### config.mk
export PLATFORM = sky130hd
export DESIGN_NAME = sfs_seq
export DESIGN_NICKNAME = d
export VERILOG_FILES = /design/src/rtl/sfs_pkg.sv /design/src/rtl/sfs_seq.sv
export SDC_FILE = /design/constraint.sdc
export NUM_CORES = 1
export LEC_CHECK = 0
export ABC_CLOCK_PERIOD_IN_PS = 4600
export BUFFER_PORTS_ARGS = -buffer_cell sky130_fd_sc_hd__buf_2
export CAP_MARGIN = 20
export CORE_MARGIN = 10
export CORE_UTILIZATION = 40
export DETAILED_ROUTE_END_ITERATION = 10
export PLACE_DENSITY_LB_ADDON = 0.15
export SLEW_MARGIN = 20
export SYNTH_ARGS = -nofsm -noshare
export SYNTH_HDL_FRONTEND = slang
export SYNTH_SLANG_ARGS = --single-unit
### constraint.sdc
create_clock -name clk_i -period 4.6 [get_ports clk_i]
set_clock_uncertainty 0.05 [all_clocks]
set_input_delay 0.69 -clock clk_i [delete_from_list [all_inputs] [get_ports clk_i]]
set_output_delay 0.69 -clock clk_i [all_outputs]
set_load 0.005 [all_outputs]
### src/rtl/sfs_pkg.sv
package sfs_pkg;

  localparam int unsigned CMD_W       = 2;
  localparam int unsigned DELTA_W     = 24;
  localparam int unsigned ENTRY_IDX_W = 8;
  localparam int unsigned ENTRY_VAL_W = 16;
  localparam int unsigned FRAME_W     = 8;
  localparam int unsigned COORD_U_W   = 16;
  localparam int unsigned COORD_V_W   = 24;
  localparam int unsigned LEN_W       = 9;
  localparam int unsigned CFG_W       = 16;
  localparam int unsigned CFG_IDX_W   = 3;
  localparam int unsigned DUR_W       = 32;
  localparam int unsigned SUM_W       = DUR_W + FRAME_W;
  localparam int unsigned FRAMES_LIM  = 256;
  localparam int unsigned PC_W        = 5;

  localparam int unsigned MAX_FRAMES_DEF = 256;
  localparam int unsigned TIME_BITS_DEF  = 32;

  localparam logic [CMD_W-1:0] CMD_ADVANCE = 2'd0;
  localparam logic [CMD_W-1:0] CMD_RESET   = 2'd1;
  localparam logic [CMD_W-1:0] CMD_WR_DUR  = 2'd2;
  localparam logic [CMD_W-1:0] CMD_WR_SEQ  = 2'd3;

  localparam logic [CFG_IDX_W-1:0] REG_FRAME_COUNT   = 3'd0;
  localparam logic [CFG_IDX_W-1:0] REG_DEFAULT_TICKS = 3'd1;
  localparam logic [CFG_IDX_W-1:0] REG_TICK_LENGTH   = 3'd2;
  localparam logic [CFG_IDX_W-1:0] REG_TIME_LIST_LEN = 3'd3;
  localparam logic [CFG_IDX_W-1:0] REG_SEQUENCE_LEN  = 3'd4;
  localparam logic [CFG_IDX_W-1:0] REG_BASE_U        = 3'd5;
  localparam logic [CFG_IDX_W-1:0] REG_BASE_V        = 3'd6;
  localparam logic [CFG_IDX_W-1:0] REG_FRAME_HEIGHT  = 3'd7;

  localparam logic [LEN_W-1:0] RST_FRAME_COUNT   = 9'd1;
  localparam logic [CFG_W-1:0] RST_DEFAULT_TICKS = 16'd1;
  localparam logic [CFG_W-1:0] RST_TICK_LENGTH   = 16'd50000;

  typedef struct packed {
    logic [LEN_W-1:0] frame_count;
    logic [CFG_W-1:0] default_frame_ticks;
    logic [CFG_W-1:0] tick_length;
    logic [LEN_W-1:0] time_list_len;
    logic [LEN_W-1:0] sequence_len;
    logic [CFG_W-1:0] base_u;
    logic [CFG_W-1:0] base_v;
    logic [CFG_W-1:0] frame_height;
  } cfg_t;

  typedef enum logic [3:0] {
    OP_NOP,
    OP_LOAD,
    OP_EXEC,
    OP_RD_CUR,
    OP_RD_IDX,
    OP_MUL,
    OP_FIX,
    OP_SUM_CLR,
    OP_SUM_ADD,
    OP_DIV_INIT,
    OP_DIV_STEP,
    OP_ACC_REM,
    OP_STEP,
    OP_SHOW,
    OP_OUT
  } op_e;

  typedef enum logic [3:0] {
    C_NONE,
    C_ALWAYS,
    C_IN_VALID,
    C_NOT_ADV,
    C_ACC_LT_DUR,
    C_IDX_MORE,
    C_ACC_LT_SUM,
    C_DIV_MORE,
    C_OUT_FREE
  } cond_e;

  typedef struct packed {
    op_e             op;
    cond_e           cond;
    logic            stay;
    logic [PC_W-1:0] target;
  } ucode_t;

  typedef struct packed {
    logic not_adv;
    logic acc_lt_dur;
    logic idx_more;
    logic acc_lt_sum;
    logic div_more;
    logic out_free;
  } status_t;

endpackage

### src/rtl/sfs_seq.sv
module sfs_seq
  import sfs_pkg::*;
(
  input  logic    clk_i,
  input  logic    rst_ni,
  input  logic    in_valid_i,
  input  status_t status_i,
  output logic    in_ready_o,
  output ucode_t  ctrl_o
);

  localparam logic [PC_W-1:0] P_IDLE      = 5'd0;
  localparam logic [PC_W-1:0] P_EXEC      = 5'd1;
  localparam logic [PC_W-1:0] P_CUR_RD    = 5'd2;
  localparam logic [PC_W-1:0] P_CUR_MUL   = 5'd3;
  localparam logic [PC_W-1:0] P_CUR_CHK   = 5'd4;
  localparam logic [PC_W-1:0] P_SUM_CLR   = 5'd5;
  localparam logic [PC_W-1:0] P_SUM_RD    = 5'd6;
  localparam logic [PC_W-1:0] P_SUM_MUL   = 5'd7;
  localparam logic [PC_W-1:0] P_SUM_ADD   = 5'd8;
  localparam logic [PC_W-1:0] P_DIV_INIT  = 5'd9;
  localparam logic [PC_W-1:0] P_DIV_STEP  = 5'd10;
  localparam logic [PC_W-1:0] P_DIV_DONE  = 5'd11;
  localparam logic [PC_W-1:0] P_LOOP_RD   = 5'd12;
  localparam logic [PC_W-1:0] P_LOOP_MUL  = 5'd13;
  localparam logic [PC_W-1:0] P_LOOP_STEP = 5'd14;
  localparam logic [PC_W-1:0] P_LOOP_BACK = 5'd15;
  localparam logic [PC_W-1:0] P_SHOW_RD   = 5'd16;
  localparam logic [PC_W-1:0] P_SHOW_MUL  = 5'd17;
  localparam logic [PC_W-1:0] P_SHOW_OUT  = 5'd18;

  function automatic ucode_t rom(input logic [PC_W-1:0] addr);
    ucode_t w;
    unique case (addr)
      P_IDLE:      w = '{OP_LOAD,     C_IN_VALID,   1'b1, P_EXEC};
      P_EXEC:      w = '{OP_EXEC,     C_NOT_ADV,    1'b0, P_SHOW_RD};
      P_CUR_RD:    w = '{OP_RD_CUR,   C_NONE,       1'b0, P_IDLE};
      P_CUR_MUL:   w = '{OP_MUL,      C_NONE,       1'b0, P_IDLE};
      P_CUR_CHK:   w = '{OP_FIX,      C_ACC_LT_DUR, 1'b0, P_SHOW_RD};
      P_SUM_CLR:   w = '{OP_SUM_CLR,  C_NONE,       1'b0, P_IDLE};
      P_SUM_RD:    w = '{OP_RD_IDX,   C_NONE,       1'b0, P_IDLE};
      P_SUM_MUL:   w = '{OP_MUL,      C_NONE,       1'b0, P_IDLE};
      P_SUM_ADD:   w = '{OP_SUM_ADD,  C_IDX_MORE,   1'b0, P_SUM_RD};
      P_DIV_INIT:  w = '{OP_DIV_INIT, C_ACC_LT_SUM, 1'b0, P_LOOP_RD};
      P_DIV_STEP:  w = '{OP_DIV_STEP, C_DIV_MORE,   1'b0, P_DIV_STEP};
      P_DIV_DONE:  w = '{OP_ACC_REM,  C_NONE,       1'b0, P_IDLE};
      P_LOOP_RD:   w = '{OP_RD_CUR,   C_NONE,       1'b0, P_IDLE};
      P_LOOP_MUL:  w = '{OP_MUL,      C_NONE,       1'b0, P_IDLE};
      P_LOOP_STEP: w = '{OP_STEP,     C_ACC_LT_DUR, 1'b0, P_SHOW_RD};
      P_LOOP_BACK: w = '{OP_NOP,      C_ALWAYS,     1'b0, P_LOOP_RD};
      P_SHOW_RD:   w = '{OP_RD_CUR,   C_NONE,       1'b0, P_IDLE};
      P_SHOW_MUL:  w = '{OP_SHOW,     C_NONE,       1'b0, P_IDLE};
      P_SHOW_OUT:  w = '{OP_OUT,      C_OUT_FREE,   1'b1, P_IDLE};
      default:     w = '{OP_NOP,      C_ALWAYS,     1'b0, P_IDLE};
    endcase
    return w;
  endfunction

  logic [PC_W-1:0] pc_q, pc_d;
  ucode_t          ctrl;
  logic            take;

  assign ctrl = rom(pc_q);

  always_comb begin
    unique case (ctrl.cond)
      C_ALWAYS:     take = 1'b1;
      C_IN_VALID:   take = in_valid_i;
      C_NOT_ADV:    take = status_i.not_adv;
      C_ACC_LT_DUR: take = status_i.acc_lt_dur;
      C_IDX_MORE:   take = status_i.idx_more;
      C_ACC_LT_SUM: take = status_i.acc_lt_sum;
      C_DIV_MORE:   take = status_i.div_more;
      C_OUT_FREE:   take = status_i.out_free;
      default:      take = 1'b0;
    endcase
    if (take) begin
      pc_d = ctrl.target;
    end else if (ctrl.stay) begin
      pc_d = pc_q;
    end else begin
      pc_d = pc_q + 5'd1;
    end
  end

  always_ff @(posedge clk_i or negedge rst_ni) begin
    if (!rst_ni) begin
      pc_q <= P_IDLE;
    end else begin
      pc_q <= pc_d;
    end
  end

  assign in_ready_o = (pc_q == P_IDLE);
  assign ctrl_o     = ctrl;

endmodule

* Word level (Yosys, flattened, before mapping)
Memory sizes are Yosys's and may differ from the RTL's.
Cells that the tools add are included.
Widths: inputs -> output; s select.
** Word-level totals
- Memories :: 1
- Flip-flop bits (word level) :: 5
- ROM bits :: 448
** Memory list
- (no name shown) :: depth 32, bits a word 14, read ports 1, clocked after memory_dff 0, wr ports 0, line sfs_seq.sv:34 : unique case (addr)
** Operators by class
- Reductions and logical operators :: 1
- $add $sub $neg :: 1
- Equality and inequality tests :: 9
- Muxes and demuxes :: 3
** Operators with widths (number)
- $eq 4x3->1 const B :: 4
- $mux 5 :: 2
- $eq 4x2->1 const B :: 2
- $pmux 1 s8 :: 1
- $add 5x1->5 const B :: 1
- $logic_not 5->1 :: 1
- $eq 4x1->1 const B :: 1
- $eq 4x4->1 const B :: 1
- $ne 2x1->1 const B :: 1

* Logic depth before layout (Yosys ltp)
An unclocked memory read counts as a cell.
- Depth in word-level cells :: 4
- Gate-level depth with buffers :: 9

* Worst setup path after synthesis
Ideal clock, no wire load.
- Kind :: reg2reg
- Start :: register pc_q[0]
- End :: register pc_q[4]
- Path buffers :: 0
- Cell stages (with the launch flop) :: 9
- Arrival time :: 2283 ps
- Setup slack :: 2142 ps
- Library setup time :: 125 ps
- Required time :: 4425 ps
- Cell sequence :: dfrtp_1 -> inv_1 -> ha_1 -> and2_1 -> o21ai_2 -> mux2i_1 -> a2111oi_4 -> a21oi_2 -> mux2_4
** On the way
- Cells in the longest elaborated chain, start to end :: 4
- Elaborated cells between the ends (all ways) :: 14
** Ends and longest elaborated chain
- start, declared :: line sfs_seq.sv:59 : logic [PC_W-1:0] pc_q, pc_d;
- start signal, assigned :: line sfs_seq.sv:90 : pc_q <= pc_d;
- $mem_v2 32x14
- $eq 4x4->1 (tied with other cells) :: line sfs_seq.sv:66 : unique case (ctrl.cond)
- $pmux 1 s8 :: line sfs_seq.sv:66
- $ne 2x1->1 (no source line) or $mux 5 (tied branches)
Parallel ways exist; a longest one is shown, timed or not. The select of a mux whose other input is x is not followed.
A chain may end at the register's enable or synchronous reset.

* Worst setup path in the final report
Same ends and word-level chain as after synthesis.

==> results.json <==
{
  "ys.flop_type": "dfrtp_1",
  "dieArea_um2": 3930,
  "num-fill-cells": 187,
  "die_w_um": 62.7,
  "synthTopCellsByArea": "dfrtp_1, ha_1, o21ai_0",
  "cap_violations": 0,
  "hold_class": "in2async",
  "place_inst": 137,
  "grt_max_degree": 17,
  "synth_edf_count": 0,
  "p_per_area_nw_per_um2": 801,
  "gp_congestion": 0.826,
  "ant_nets": 0,
  "cts-buffers-inserted": 3,
  "avgViaCountPerCell": 5.23,
  "syn-num-nets": 106,
  "tightest_slew_ns": 0.552,
  "root_buffer": "clkbuf_4",
  "rsz0062_at_grt": "false",
  "drt_iter0_markers": 15,
  "path_class": "reg2reg",
  "antenna_found_initial": 0,
  "htreeDepth": 1,
  "ys_seq_area_share_pct": 17.2,
  "post_cts_buffers": 0,
  "crit_fanout": 8,
  "top_register": "pc_q",
  "crit_arrival_ns": 2.84,
  "syn_area_um2": 729,
  "ir_worst_vdd_uv": 354,
  "ios": 24,
  "fin_ws_ns": 1.83,
  "initial_core_util_pct": 42.2,
  "diodes": 0,
  "grt_pass1_vias": 726,
  "fp-row-count": 15,
  "power_leakage_uw": 0.000443,
  "gr-total-overflow": 0,
  "drt_wl_total_mm": 1.97,
  "dp_worst_setup_slack_ns": 1.84,
  "drive_gt1_share_pct": 31.0,
  "setup_tns_ns": 0,
  "wl_per_cell_um": 14.0,
  "hold_viol_final": 0,
  "cp.required_ns": 4.68,
  "syn_inst": 92,
  "cpPeakStageDelay_ns": 0.51,
  "postCtsResizedCells": 0,
  "synth.avg_cell_area_um2": 7.93,
  "finalCriticalPeriod_ns": 2.77,
  "drc": 0,
  "netlist.area_leader.share_pct": 17.2,
  "period_share_pct": 60.2,
  "regArea_um2": 125,
  "synth_common_cells": "inv_1, nand2_1, o21ai_0",
  "fin_nets": 131,
  "layoutNonFillerInstCount": 141,
  "grt_usage_pct": 10.4,
  "yosysTopAreaCell": "dfrtp_1",
  "areaGrowthSynthToFinish_pct": 22.0,
  "relSlewSlack_pct": 63.2,
  "synth-async-reset-ratio_pct": 100,
  "ys_ff_latch": 5,
  "dieHeight_um": 62.7,
  "drtPass1Iterations": 4,
  "clock-sinks": 5,
  "top_regs": "pc_q: 5 flops",
  "core_area_um2": 1730,
  "postCtsHoldBufs": 0,
  "grt_pass1_wl_mm": 3.44,
  "clock_latency_ns": 0.24,
  "largest_reg_flops": 5,
  "multi_input_area_um2": 554,
  "dp_hpwl_mm": 1.58,
  "setup_viol_count_final": 0,
  "vias": 737,
  "cp-end-kind": "register",
  "ys_types": 39,
  "cts_tree": "built",
  "path_clk_slew_ns": 0.04,
  "setup.worst_path.start_class": "register",
  "clock_path_buffers": 2,
  "yosysWarnings": 0,
  "slew_viol_final": 0,
  "io_buffers": 23,
  "cp_slowest_cell": "dfrtp_1",
  "status": "completed",
  "cp_cell_sequence": "inv_1 -> ha_1 -> and2_1 -> o21ai_2 -> mux2i_1 -> a2111oi_4 -> a21oi_2 -> mux2_4",
  "max_clock_freq_ghz": 0.361
}
metal layers:
layer  track usage (%)  part of all wire, %  wire length, um  vias up
li1                  -                    -                -      373
met1              12.8                   48              951      340
met2              16.0                   46              896       22
met3              3.58                  5.2              102        2
met4              4.19                 0.96               19        0
met5                 0                    0                0        -
worst max-delay path, delay by kind of cell, from the launching register on:
family                   cells  cell delay [ns]
multiplexers                 2             0.65
adder cells (fa/ha/maj)      1             0.39
AO/OA/AOI/OAI                3             0.68
buffers and inverters        1             0.15
flip-flops                   1             0.51
AND/OR/NAND/NOR              1             0.20
cell type report:
cell class | instances | share of cell area, %
multi-input cells | 74 | 62.3
flip-flops and latches | 5 | 14.1
clock buffers | 4 | 2.95
repair buffers | 23 | 12.9
well taps | 25 | 3.52
inverters | 10 | 4.22
path summary, 6_finish.rpt:
path / end / slack, ns / startpoint / cells past startpoint
hold reg to reg: pc_q[0] / 0.71 / pc_q[0] / 2
setup / recovery: pc_q[4] / 1.83 / pc_q[0] / 8
max in group asynchronous: pc_q[0] / 4.17 / rst_ni / 1
min in group clk_i: pc_q[0] / 0.71 / pc_q[0] / 2
hold / removal: pc_q[2] / 0.20 / rst_ni / 1
setup reg to reg: pc_q[4] / 1.83 / pc_q[0] / 8
where the power goes:
part           leakage (uW)  internal (uW)  switching [uW]  total [uW]
Clock             0.0000150           32.8            18.2        51.0
Sequential        0.0000650           62.6            58.9         122
Combinational      0.000363            258             282         540
Total              0.000443            353             359         712
metrics by stage:
step                cell area [um2]  hold slack (ns)  power (uW)  utilization [%]
finish                          890            0.200         712             51.5
global route                    890            0.191         797             51.5
CTS                             890            0.198         722             51.5
detailed placement              863            0.460         667             50.0
global placement                863            0.459         665             50.0
floorplan                       729            0.344         508                -
cells by family after synthesis:
group,Yosys count,share of synthesized area (%)
compound gates,26,29.5
xor+xnor,2,2.40
fa+ha+maj,5,8.58
buf+inv,13,6.86
flops,5,17.2
mux,7,12.0
simple gates,34,23.5
layout by cell type, fill, tap and decap left out, types with 2 or more instances in the layout:
master and count:
buf_2 23, inv_1 9, o21ai_0 9, nand2_1 9
nor2_1 7, ha_1 5, dfrtp_1 5, and2_1 3
nor2b_1 3, nand3_1 3, a21oi_1 3, mux2_4 3
clkbuf_4 3, nand2b_1 2, nor3_1 2, xnor2_1 2
mux2i_1 2
Power figures use the tool's default switching activity.
